[config.mk]
export PLATFORM = sky130hd
export DESIGN_NAME = rgbxy_div
export DESIGN_NICKNAME = d
export VERILOG_FILES = /design/src/sv/rgbxy_pkg.sv /design/src/sv/rgbxy_div.sv
export SDC_FILE = /design/constraint.sdc
export NUM_CORES = 2
export LEC_CHECK = 0
export CORE_ASPECT_RATIO = 1.5
export CORE_MARGIN = 1
export CORE_UTILIZATION = 50
export DETAILED_ROUTE_END_ITERATION = 8
export DONT_BUFFER_PORTS = 1
export HOLD_SLACK_MARGIN = 0.02
export MAX_ROUTING_LAYER = met4
export PLACE_DENSITY_LB_ADDON = 0.12
export REMOVE_ABC_BUFFERS = 1
export SLEW_MARGIN = 15
export SYNTH_ARGS = -nofsm -noshare
export SYNTH_HDL_FRONTEND = slang
export SYNTH_SLANG_ARGS = --single-unit
[constraint.sdc]
create_clock -name clk -period 9.2 [get_ports clk]
set_clock_uncertainty 0.1 [all_clocks]
set_input_delay 2.76 -clock clk [delete_from_list [all_inputs] [get_ports clk]]
set_output_delay 2.76 -clock clk [all_outputs]
set_load 0.01 [all_outputs]
[src/sv/rgbxy_pkg.sv]
// Shared constants, types and elaboration-time table builders for the sRGB to CIE xy converter.
package rgbxy_pkg;

  localparam int unsigned FRAC_BITS_DEF = 16;
  localparam int unsigned FRAC_MAX      = 24;
  localparam int unsigned CH_W          = 8;
  localparam int unsigned CHROMA_W      = 16;
  localparam int unsigned QUO_W         = CHROMA_W + 1;
  localparam int unsigned LIN_DEPTH     = 1 << CH_W;

  localparam logic [63:0] ONE_Q31 = 64'd1 << 31;

  typedef logic [LIN_DEPTH-1:0][FRAC_MAX-1:0] lin_table_t;

  // Matrix coefficients in millionths; rows give X, Y and Z.
  localparam logic [63:0] MAT_MILLI [0:2][0:2] = '{
    '{64'd649926, 64'd103455, 64'd197109},
    '{64'd234327, 64'd743075, 64'd22598},
    '{64'd0,      64'd53077,  64'd1035763}
  };

  function automatic logic [63:0] coef_value(int r, int c, int f);
    return ((MAT_MILLI[r][c] << f) + 64'd500000) / 64'd1000000;
  endfunction

  function automatic logic [63:0] q31_mul(logic [63:0] a, logic [63:0] b);
    return (a * b + (64'd1 << 30)) >> 31;
  endfunction

  function automatic logic [63:0] q31_pow5(logic [63:0] r);
    logic [63:0] r2;
    r2 = q31_mul(r, r);
    return q31_mul(q31_mul(r2, r2), r);
  endfunction

  // One entry of the sRGB decoding curve: linear segment, else a 2.4 power
  // found as v^2 times the fifth root of v^2.
  function automatic logic [63:0] lin_value(int c, int f);
    logic [63:0] cc;
    logic [63:0] v;
    logic [63:0] v2;
    logic [63:0] lo;
    logic [63:0] hi;
    logic [63:0] mid;
    logic [63:0] big;
    logic [63:0] lin;
    logic [63:0] maxv;
    cc   = 64'(c);
    maxv = (64'd1 << f) - 64'd1;
    if (cc * 64'd100000 <= 64'd1031475) begin
      return (((64'd100 * cc) << f) + 64'd164730) / 64'd329460;
    end
    v = ((64'd1000 * cc + 64'd14025) << 31) / 64'd269025;
    if (v > ONE_Q31) begin
      v = ONE_Q31;
    end
    v2 = q31_mul(v, v);
    lo = 64'd0;
    hi = ONE_Q31;
    for (int i = 0; i < 40; i++) begin
      if (lo < hi) begin
        mid = lo + ((hi - lo + 64'd1) >> 1);
        if (q31_pow5(mid) <= v2) begin
          lo = mid;
        end else begin
          hi = mid - 64'd1;
        end
      end
    end
    big = q31_mul(v2, lo);
    lin = (big + (64'd1 << (30 - f))) >> (31 - f);
    return (lin > maxv) ? maxv : lin;
  endfunction

  function automatic lin_table_t build_lin_table(int f);
    lin_table_t t;
    for (int c = 0; c < LIN_DEPTH; c++) begin
      t[c] = FRAC_MAX'(lin_value(c, f));
    end
    return t;
  endfunction

endpackage

[src/sv/rgbxy_div.sv]
// Pipelined restoring divider, one quotient bit per stage, for x and y sharing one divisor.
module rgbxy_div #(
  parameter int unsigned FRAC_BITS = rgbxy_pkg::FRAC_BITS_DEF
) (
  input  logic                                clk,
  input  logic                                rst,
  input  logic                                en,
  input  logic                                in_vld,
  input  logic [FRAC_BITS+rgbxy_pkg::QUO_W:0] num_x,
  input  logic [FRAC_BITS+rgbxy_pkg::QUO_W:0] num_y,
  input  logic [FRAC_BITS+2:0]                sum,
  input  logic                                black,
  output logic                                out_vld,
  output logic [rgbxy_pkg::CHROMA_W-1:0]      chroma_x,
  output logic [rgbxy_pkg::CHROMA_W-1:0]      chroma_y,
  output logic                                is_black
);
  import rgbxy_pkg::*;

  localparam int unsigned NW = FRAC_BITS + QUO_W + 1;
  localparam int unsigned DW = FRAC_BITS + 3;
  localparam int unsigned EW = NW + QUO_W;

  logic [NW-1:0]    rx  [QUO_W+1];
  logic [NW-1:0]    ry  [QUO_W+1];
  logic [QUO_W-1:0] qx  [QUO_W+1];
  logic [QUO_W-1:0] qy  [QUO_W+1];
  logic [DW-1:0]    dv  [QUO_W+1];
  logic             blk [QUO_W+1];
  logic             vld [QUO_W+1];

  assign rx[0]  = num_x;
  assign ry[0]  = num_y;
  assign qx[0]  = '0;
  assign qy[0]  = '0;
  assign dv[0]  = sum;
  assign blk[0] = black;
  assign vld[0] = in_vld;

  for (genvar k = 0; k < QUO_W; k++) begin : g_stage
    localparam int unsigned B = QUO_W - 1 - k;
    logic [EW-1:0] dsh;
    logic          gex;
    logic          gey;
    assign dsh = EW'(dv[k]) << B;
    assign gex = (EW'(rx[k]) >= dsh);
    assign gey = (EW'(ry[k]) >= dsh);

    always_ff @(posedge clk) begin
      if (en) begin
        rx[k+1]  <= gex ? NW'(EW'(rx[k]) - dsh) : rx[k];
        ry[k+1]  <= gey ? NW'(EW'(ry[k]) - dsh) : ry[k];
        qx[k+1]  <= {qx[k][QUO_W-2:0], gex};
        qy[k+1]  <= {qy[k][QUO_W-2:0], gey};
        dv[k+1]  <= dv[k];
        blk[k+1] <= blk[k];
      end
    end

    always_ff @(posedge clk) begin
      if (rst) begin
        vld[k+1] <= 1'b0;
      end else if (en) begin
        vld[k+1] <= vld[k];
      end
    end
  end

  // A quotient of 65536 saturates; a black pixel forces both outputs to zero.
  always_ff @(posedge clk) begin
    if (en) begin
      is_black <= blk[QUO_W];
      if (blk[QUO_W]) begin
        chroma_x <= '0;
        chroma_y <= '0;
      end else begin
        chroma_x <= qx[QUO_W][QUO_W-1] ? '1 : qx[QUO_W][CHROMA_W-1:0];
        chroma_y <= qy[QUO_W][QUO_W-1] ? '1 : qy[QUO_W][CHROMA_W-1:0];
      end
    end
  end

  always_ff @(posedge clk) begin
    if (rst) begin
      out_vld <= 1'b0;
    end else if (en) begin
      out_vld <= vld[QUO_W];
    end
  end

endmodule

==> results.toml <==
[timing]
rsz0062_at_grt = "false"
fmax_ghz = 0.183
tns_ps = 0
period_minus_slack_ps = 5470
setup_viol = 0
maxSlewHeadroom = -0.00213
fin_crit_sh = 0.594
hold_viol_final = 0
tightest_slew_ps = 1490
slew_violations = 1

[global_routing]
grt_pass1_vias = 67800
grt_max_degree = 255
grtUsageTotal = 0.315
overflow = 0
grt_antenna_before_repair = 14
grt_pass1_wl_mm = 428

[floorplan]
die_h_um = 539
coreArea_um2 = 191000
die_w_um = 360
fp-row-count = 196
die_area_um2 = 194000
start_util = 0.504
io_pins = 126

[clock_tree]
post_cts_buffers = 0
insertion_delay_ps = 850
cts_sinks = 1766
cts_max_path_buffers = 4
cts_tree = "yes"
ctsHtreeMaxLevel = 4
post_cts_resized = 0
path_clk_slew_ps = 70
cts-root-buf = "clkbuf_16"
cts_buffers = 184
hold_buffers = 0

[logic_synthesis]
ys_seq_area_frac = 0.550
yosysWarnings = 0
synth_ff_type = "edfxtp_1"
ys_ff_latch = 1766
ys_async_sr_fraction = 0
synth_cells = 8287
synth_cell_type_count = 105
synth_area_um2 = 96000
synth_enable_flop_cells = 1748
synth_area_per_cell_um2 = 11.6

[worst_setup_path]
end_kind = "flip-flop"
worstPathRequired_ps = 9640
critPathMaxFanout = 18
start_kind = "input port"
r2r_start = "dv[227]"
rr_worst_depth = 11
critPathKind = "input port to flip-flop"
arrival_ps = 5910
crit_path_start = "sum[5]"

[worst_hold_path]
hp-start = "dv[199]"
hold_path_depth = 0
hold_path_class = "flip-flop to flip-flop"

[placement]
gp_congestion = 1.04
io_buffer_count = 0
place_inst = 10600
hpwl_mm = 242

[power]
vdd.ir_drop.worst_mv = 0.193
leakage_nw = 40.0
p_per_area_nw_per_um2 = 313

[route]
drt_pass1_iterations = 6
vias_per_cell = 5.88
drt_iter0_drc = 3529
ant_nets = 0
drcViolationCount = 0
num_vias = 64600
wl_per_cell_um = 27.2
routed_wl_mm = 299

[run_status]
status = "complete, but fails checks"
violations = "max-capacitance violations, max-slew violations"

[layout]
area_growth_syn_to_layout_pct = 9.53
layout-drive-gt1-share = 0.0686
stdcell_count = 11000
final_nets = 9120

[run]
max_cap_viol_count = 1
## critical path, cell delays in order
cell	delay, ps
inv_1	40
ha_1	390
o21ai_0	160
a2bb2oi_1	240
nand3_1	100
a21oi_1	580
o21bai_1	280
o21ai_1	420
a21oi_1	130
o21a_1	200
buf_4	250
mux2_2	340
## registers in the layout, summed over array words and instances, names as in the netlist, 17 cells and up
| register | flops |
|---|---|
| rx | 544 |
| ry | 544 |
| dv | 304 |
| qx | 153 |
| qy | 153 |
| blk | 17 |
| vld | 17 |
## logic make-up (layout without fill, tap and decap cells)
family | after synthesis | count (layout) | synth area share
flops | 1766 | 1766 | 0.550
buf+inv | 677 | 879 | 0.0277
xor+xnor | 668 | 668 | 0.0609
simple gates | 2323 | 2323 | 0.119
other cells | 0 | 24 | 0
compound gates | 1977 | 1977 | 0.129
mux | 200 | 200 | 0.0230
fa+ha+maj | 676 | 676 | 0.0906
## power breakdown
part / internal [mW] / switching [mW] / total, mW
clock network: 4.33 / 3.16 / 7.49
logic: 5.07 / 7.56 / 12.6
registers: 11.4 / 1.33 / 12.8
## synth_stat cells, types with 41 or more instances
cell type / instances / area share
a21o_1: 259 / 0.020
and3_1: 46 / 0.0030
xnor2_1: 357 / 0.033
clkbuf_1: 114 / 0.0045
o21ai_1: 68 / 0.0035
nand2_1: 605 / 0.024
o21ai_0: 485 / 0.025
mux2_2: 140 / 0.016
a21oi_1: 608 / 0.032
nand3_1: 125 / 0.0065
o31ai_1: 42 / 0.0033
nor2_1: 654 / 0.026
nor4_1: 113 / 0.0074
a211oi_1: 42 / 0.0033
inv_1: 495 / 0.019
nor2b_1: 121 / 0.0079
nand4_1: 105 / 0.0068
mux2i_1: 41 / 0.0043
nand2b_1: 109 / 0.0071
nor3_1: 145 / 0.0076
a31oi_1: 58 / 0.0038
xor2_1: 311 / 0.028
ha_1: 644 / 0.084
o21a_1: 95 / 0.0074
edfxtp_1: 1748 / 0.55
or3_1: 75 / 0.0049
## cell usage in the layout (no fill, tap or decap), drive strengths merged, types with 46 or more instances in the layout
cell	instances
o21ai	554
nand4	105
nor3	148
buf	56
mux2	159
nand2b	109
or3	75
a21o	259
nand3	125
nor2	654
edfxtp	1748
xnor2	357
and3	46
inv	503
o21a	96
xor2	311
ha	644
nor2b	121
a21oi	609
nor4	115
nand2	605
clkinv	76
clkbuf	210
a31oi	60
## per-layer routing
| metal | track usage | part of all wire | vias up |
|---|---|---|---|
| met5 | - | 0 | - |
| met4 | 0.369 | 0.15 | 0 |
| met3 | 0.0369 | 0.028 | 1041 |
| met2 | 0.630 | 0.58 | 1631 |
| met1 | 0.201 | 0.25 | 31000 |
| li1 | - | - | 31000 |
## path summary, 6_finish.rpt
check	end	slack [ps]
max	ry[576]	3730
min	dv[180]	290
max reg2reg	rx[373]	4290
min reg2reg	dv[180]	290
## per-stage QoR
stage / power, mW / hold slack, ps / area, um^2 / worst slack (ps) / utilization
global route: 34.6 / 311 / 105000 / 3680 / 0.552
CTS: 32.9 / 286 / 105000 / 3780 / 0.551
floorplan: 21.2 / 300 / 95300 / 3730 / -
detailed placement: 25.4 / 305 / 99100 / 2930 / 0.520
global placement: 25.2 / 300 / 99100 / 2830 / 0.520
finish: 32.9 / 288 / 105000 / 3730 / 0.552
## area by class of cell
| class | instances | area, um^2 |
|---|---|---|
| fillers | 16100 | 85400 |
| flip-flops and latches | 1766 | 52900 |
| multi-input cells | 5844 | 40700 |
| clock buffers | 210 | 4720 |
| well taps | 2475 | 3100 |
| inverters | 500 | 1880 |
| clock inverters | 113 | 1200 |
| repair buffers | 56 | 681 |
| diodes | 24 | 60.1 |
No activity file was read; power rests on OpenSTA's default activity.
