--- src/sv/rgbxy_pkg.sv ---
// Shared constants, types and elaboration-time table builders for the sRGB to CIE xy converter.
package rgbxy_pkg;

  localparam int unsigned FRAC_BITS_DEF = 16;
  localparam int unsigned FRAC_MAX      = 24;
  localparam int unsigned CH_W          = 8;
  localparam int unsigned CHROMA_W      = 16;
  localparam int unsigned QUO_W         = CHROMA_W + 1;
  localparam int unsigned LIN_DEPTH     = 1 << CH_W;

  localparam logic [63:0] ONE_Q31 = 64'd1 << 31;

  typedef logic [LIN_DEPTH-1:0][FRAC_MAX-1:0] lin_table_t;

  // Matrix coefficients in millionths; rows give X, Y and Z.
  localparam logic [63:0] MAT_MILLI [0:2][0:2] = '{
    '{64'd649926, 64'd103455, 64'd197109},
    '{64'd234327, 64'd743075, 64'd22598},
    '{64'd0,      64'd53077,  64'd1035763}
  };

  function automatic logic [63:0] coef_value(int r, int c, int f);
    return ((MAT_MILLI[r][c] << f) + 64'd500000) / 64'd1000000;
  endfunction

  function automatic logic [63:0] q31_mul(logic [63:0] a, logic [63:0] b);
    return (a * b + (64'd1 << 30)) >> 31;
  endfunction

  function automatic logic [63:0] q31_pow5(logic [63:0] r);
    logic [63:0] r2;
    r2 = q31_mul(r, r);
    return q31_mul(q31_mul(r2, r2), r);
  endfunction

  // One entry of the sRGB decoding curve: linear segment, else a 2.4 power
  // found as v^2 times the fifth root of v^2.
  function automatic logic [63:0] lin_value(int c, int f);
    logic [63:0] cc;
    logic [63:0] v;
    logic [63:0] v2;
    logic [63:0] lo;
    logic [63:0] hi;
    logic [63:0] mid;
    logic [63:0] big;
    logic [63:0] lin;
    logic [63:0] maxv;
    cc   = 64'(c);
    maxv = (64'd1 << f) - 64'd1;
    if (cc * 64'd100000 <= 64'd1031475) begin
      return (((64'd100 * cc) << f) + 64'd164730) / 64'd329460;
    end
    v = ((64'd1000 * cc + 64'd14025) << 31) / 64'd269025;
    if (v > ONE_Q31) begin
      v = ONE_Q31;
    end
    v2 = q31_mul(v, v);
    lo = 64'd0;
    hi = ONE_Q31;
    for (int i = 0; i < 40; i++) begin
      if (lo < hi) begin
        mid = lo + ((hi - lo + 64'd1) >> 1);
        if (q31_pow5(mid) <= v2) begin
          lo = mid;
        end else begin
          hi = mid - 64'd1;
        end
      end
    end
    big = q31_mul(v2, lo);
    lin = (big + (64'd1 << (30 - f))) >> (31 - f);
    return (lin > maxv) ? maxv : lin;
  endfunction

  function automatic lin_table_t build_lin_table(int f);
    lin_table_t t;
    for (int c = 0; c < LIN_DEPTH; c++) begin
      t[c] = FRAC_MAX'(lin_value(c, f));
    end
    return t;
  endfunction

endpackage

--- src/sv/rgbxy_mtx.sv ---
// Matrix stages: products, rounded XYZ sums, then divisor and rounded numerators.
module rgbxy_mtx #(
  parameter int unsigned FRAC_BITS = rgbxy_pkg::FRAC_BITS_DEF
) (
  input  logic                                    clk,
  input  logic                                    rst,
  input  logic                                    en,
  input  logic                                    in_vld,
  input  logic [FRAC_BITS-1:0]                    lin_r,
  input  logic [FRAC_BITS-1:0]                    lin_g,
  input  logic [FRAC_BITS-1:0]                    lin_b,
  output logic                                    out_vld,
  output logic [FRAC_BITS+rgbxy_pkg::QUO_W:0]     num_x,
  output logic [FRAC_BITS+rgbxy_pkg::QUO_W:0]     num_y,
  output logic [FRAC_BITS+2:0]                    sum,
  output logic                                    black
);
  import rgbxy_pkg::*;

  localparam int unsigned CW = FRAC_BITS + 1;
  localparam int unsigned PW = FRAC_BITS + CW;
  localparam int unsigned AW = PW + 2;
  localparam int unsigned TW = FRAC_BITS + 1;
  localparam int unsigned DW = FRAC_BITS + 3;
  localparam int unsigned NW = FRAC_BITS + QUO_W + 1;
  localparam logic [AW-1:0] HALF = AW'(1) << (FRAC_BITS - 1);

  logic [FRAC_BITS-1:0] lin [3];
  logic [PW-1:0]        prod [3][3];
  logic [TW-1:0]        tri_v [3];
  logic                 vld_a;
  logic                 vld_b;
  logic [DW-1:0]        sum_next;

  always_comb begin
    lin[0] = lin_r;
    lin[1] = lin_g;
    lin[2] = lin_b;
  end

  for (genvar i = 0; i < 3; i++) begin : g_row
    for (genvar j = 0; j < 3; j++) begin : g_col
      localparam logic [CW-1:0] COEF = CW'(coef_value(i, j, FRAC_BITS));
      always_ff @(posedge clk) begin
        if (en) begin
          prod[i][j] <= PW'(lin[j]) * PW'(COEF);
        end
      end
    end
    always_ff @(posedge clk) begin
      if (en) begin
        tri_v[i] <= TW'((AW'(prod[i][0]) + AW'(prod[i][1]) + AW'(prod[i][2]) + HALF)
                        >> FRAC_BITS);
      end
    end
  end

  assign sum_next = DW'(tri_v[0]) + DW'(tri_v[1]) + DW'(tri_v[2]);

  always_ff @(posedge clk) begin
    if (en) begin
      num_x <= {NW'(tri_v[0]) << CHROMA_W} + NW'(sum_next >> 1);
      num_y <= {NW'(tri_v[1]) << CHROMA_W} + NW'(sum_next >> 1);
      sum   <= sum_next;
      black <= (sum_next == '0);
    end
  end

  always_ff @(posedge clk) begin
    if (rst) begin
      vld_a   <= 1'b0;
      vld_b   <= 1'b0;
      out_vld <= 1'b0;
    end else if (en) begin
      vld_a   <= in_vld;
      vld_b   <= vld_a;
      out_vld <= vld_b;
    end
  end

endmodule

--- config.mk ---
export PLATFORM = sky130hd
export DESIGN_NAME = rgbxy_mtx
export DESIGN_NICKNAME = d
export VERILOG_FILES = /design/src/sv/rgbxy_pkg.sv /design/src/sv/rgbxy_mtx.sv
export SDC_FILE = /design/constraint.sdc
export NUM_CORES = 2
export LEC_CHECK = 0
export BUFFER_PORTS_ARGS = -buffer_cell sky130_fd_sc_hd__buf_2
export CAP_MARGIN = 20
export CORE_AREA = 8 8 438 440
export CTS_CLUSTER_SIZE = 30
export DETAILED_ROUTE_END_ITERATION = 10
export DIE_AREA = 0 0 446 448
export PLACE_DENSITY = 0.37
export SLEW_MARGIN = 20
export SYNTH_ARGS = -nofsm -noshare
export SYNTH_HDL_FRONTEND = slang
export SYNTH_SLANG_ARGS = --single-unit
--- constraint.sdc ---
create_clock -name clk -period 6.8 [get_ports clk]
set_input_delay 0.34 -clock clk [delete_from_list [all_inputs] [get_ports clk]]
set_output_delay 0.34 -clock clk [all_outputs]
set_load 0.02 [all_outputs]
==> flow_metrics.tcl <==
set metrics [dict create \
    arrival_ns 6.17 \
    hp-start "lin_r[2]" \
    place_congestion 0.839 \
    cts_root_buffer "clkbuf_16" \
    crit_start "lin_g[7]" \
    synth_ff_type "edfxtp_1" \
    startpoint_type "input port" \
    muxShareOfSynthArea_pct 0.131 \
    nNetsFinal 5913 \
    io_buffer_count 140 \
    synth_xor_area_share_pct 5.08 \
    synth_seq_cells 334 \
    cts_setup_buffers 0 \
    rows 158 \
    critPathKind "in -> reg" \
    clk_pin_slew_worst_paths_ns 0.06 \
    clock-sinks 334 \
    synth_compound_area_share_pct 8.24 \
    post_drt_wl_per_cell_um 20.2 \
    area_delta_synth_final_pct 12.0 \
    fp.dieArea_um2 200000 \
    r2r-start "tri_v[0][1]" \
    rsz0062_at_grt "no" \
    die_h_um 448 \
    setup_viol 0 \
    postSynth.asyncResetShare_pct 0 \
    grt_pass1_wl_um 206000 \
    fin_tns_setup_ns 0 \
    yosysWarningCount 0 \
    synth-simple-area-share_pct 5.38 \
    design_area_um2 51400 \
    die_w_um 446 \
    start_util_pct 24.9 \
    clk-insertion-delay-late_ns 0.65 \
    cts_max_path_buffers 3 \
    status "completed" \
    overflow 0 \
    synth_top_family_by_area "adder cells" \
    seq_area_frac_synth_pct 21.8 \
    drtAntennaViolNets 0 \
    cp.required_ns 7.16 \
    vias 28934 \
    initialDrtViolationCount 1228 \
    cts_tree "done" \
    io-pin-count 141 \
    ys_types 81 \
    post-route-period-util_pct 85.4 \
    fin_worst_skew_ns 0.0491 \
    drive_gt1_share_pct 6.92 \
    synth_nets 5714 \
    drc 0 \
    syn_inst 4139 \
    slew_viol_final 0 \
    maxCapViolations 0 \
    core_area_um2 185000 \
    avgSynthCellArea_um2 11.1 \
    synth_fa_ha_area_share_pct 51.3 \
    numCtsBuffers 48 \
    max_slew.worst_pin.slew_ns 0.901 \
    drt_pass1_iterations 5 \
    critPathMaxFanout 11 \
    antenna_found_initial 18 \
    place_area_um2 49800 \
    hold_viol 0 \
    num-fill-cells 19530 \
    fmax_mhz 172 \
    grt_pass1_vias 31614 \
    hold_path.class "in -> reg" \
    htree_levels 2 \
    slew_headroom_pct 39.5 \
    fin_hold_ws_ns 0.0578 \
    via_per_inst 4.22 \
    wl_um 139000 \
    critPathCaptureType "flop" \
    synth_enable_flop_cells 331 \
    track_usage_pct 13.8 \
    netlist_area_um2 45900 \
    dp_hpwl_um 121000 \
    fin_crit_ns 5.81 \
    grt_max_degree 132 \
]
cell type report:
| cell class | instances | area [µm²] | area share (%) |
|---|---|---|---|
| Clock inverter | 34 | 377 | 0.733 |
| Inverter | 917 | 3440 | 6.70 |
| Clock buffer | 54 | 1220 | 2.38 |
| Sequential cell | 334 | 10000 | 19.5 |
| Antenna cell | 5 | 12.5 | 0.0243 |
| Tap cell | 2480 | 3100 | 6.04 |
| Multi-Input combinational cell | 2853 | 32200 | 62.6 |
| Timing Repair Buffer | 184 | 1060 | 2.06 |
timing repair:
item	4_1_cts	5_1_grt
resized for setup	0	0
hold buffers	2	0
endpoints found under the hold margin	3	0
critical path, stage by stage:
cell,delay (ns)
buf_2,0.33
inv_1,0.16
fa_1,0.51
inv_1,0.06
fa_1,0.47
fa_1,0.52
fa_1,0.52
fa_1,0.55
inv_1,0.05
fa_1,0.53
inv_1,0.05
ha_1,0.38
and4_1,0.25
nand2_1,0.06
nor4_1,0.32
o41ai_1,0.14
buf_4,0.15
a211o_1,0.30
o31ai_1,0.24
a21oi_1,0.11
xnor2_1,0.13
Yosys cell counts (all sizes together) (3+ instances only):
cell	number	area share, %
o31a	4	0.076
a2111oi	7	0.26
a221o	3	0.065
fa	599	26
nand2	99	0.81
o21ai	83	0.94
o22ai	3	0.055
nor2b	33	0.45
a311oi	4	0.076
nand2b	20	0.27
o211ai	9	0.15
and3	33	0.45
nand3	44	0.49
mux2i	6	0.13
a211o	10	0.19
a21boi	8	0.14
inv	917	7.5
or3	15	0.20
dfxtp	3	0.13
or2	11	0.15
o31ai	10	0.16
o2111ai	6	0.11
o21bai	27	0.45
clkbuf	3	0.025
a211oi	20	0.34
xnor2	176	3.4
xor2	90	1.7
a31oi	15	0.20
and4	5	0.10
nor3	55	0.62
o41ai	6	0.20
a21o	97	1.6
nor4	6	0.095
o21a	34	0.56
a22o	3	0.057
a311o	4	0.087
a31o	6	0.11
buf	32	0.52
edfxtp	331	22
ha	924	25
and2	9	0.12
nor2	154	1.3
nand4	16	0.22
a221oi	7	0.20
a21oi	170	1.9
per-layer routing:
metal / up-vias / routed length, µm / GRT usage, %
li1: 14171 / - / -
met1: 14255 / 66600 / 19.0
met2: 385 / 64900 / 23.3
met3: 119 / 3920 / 1.40
met4: 4 / 3090 / 3.07
met5: - / 27 / 0
through the flow:
stage,setup slack (ns),instances,util (%)
after floorplan,1.14,4139,-
after detailed placement,0.354,6766,27.0
final,0.990,6861,27.8
after global routing,0.713,6856,27.8
after CTS,1.02,6856,27.8
after global placement,0.402,6766,27.0
flip-flops by register name (all words and copies together), names as in the netlist:
name and cells:
num_y 18, vld_b 1, vld_a 1, prod 224
num_x 18, tri_v 51, black 1, out_vld 1
sum 19
cells in the final DEF, fill, tap and decap left out, types with 6 or more instances in the layout:
cell type	Yosys	layout
inv_1	917	917
nor2b_1	33	33
a31o_2	6	6
nor3_1	53	53
nand2b_1	20	20
o2111ai_1	6	6
clkbuf_1	3	6
a31oi_1	15	15
nor2_1	154	154
o21bai_1	26	26
a21oi_1	166	166
clkinv_1	0	9
clkbuf_16	0	48
fa_1	599	599
or2_2	10	10
buf_2	0	139
mux2i_1	6	6
o21a_1	34	34
o21ai_1	9	9
xnor2_1	176	176
o31ai_1	10	10
a21o_1	95	95
xor2_1	90	90
buf_4	32	41
o211ai_1	9	9
or3_1	15	15
o21ai_0	70	70
nand2_1	99	99
clkinvlp_4	0	6
a211o_1	10	10
and3_1	33	33
a211oi_1	19	19
ha_1	924	924
nand3_1	43	43
nand4_1	16	16
and2_1	9	9
edfxtp_1	331	331
cells by family (layout without fill, tap and decap cells):
logic type               Yosys count  count (layout)
multiplexers                       6               6
XOR/XNOR                         266             266
AND/OR/NAND/NOR                  507             507
other                              0               5
AO/OA/AOI/OAI                    551             551
buffers and inverters            952            1189
flip-flops                       334             334
adder cells (fa/ha/maj)         1523            1523
final timing paths:
kind | end | slack [ns] | cells after the start
setup reg to reg | num_x[26] | 1.43 | 21
setup / recovery | prod[1][62] | 0.99 | 21
hold reg to reg | out_vld | 0.49 | 2
hold / removal | prod[0][67] | 0.06 | 1
Power is left out: the tool's default activity adds up to more than one toggle a clock period on the data nets, which glitch-free logic cannot reach.
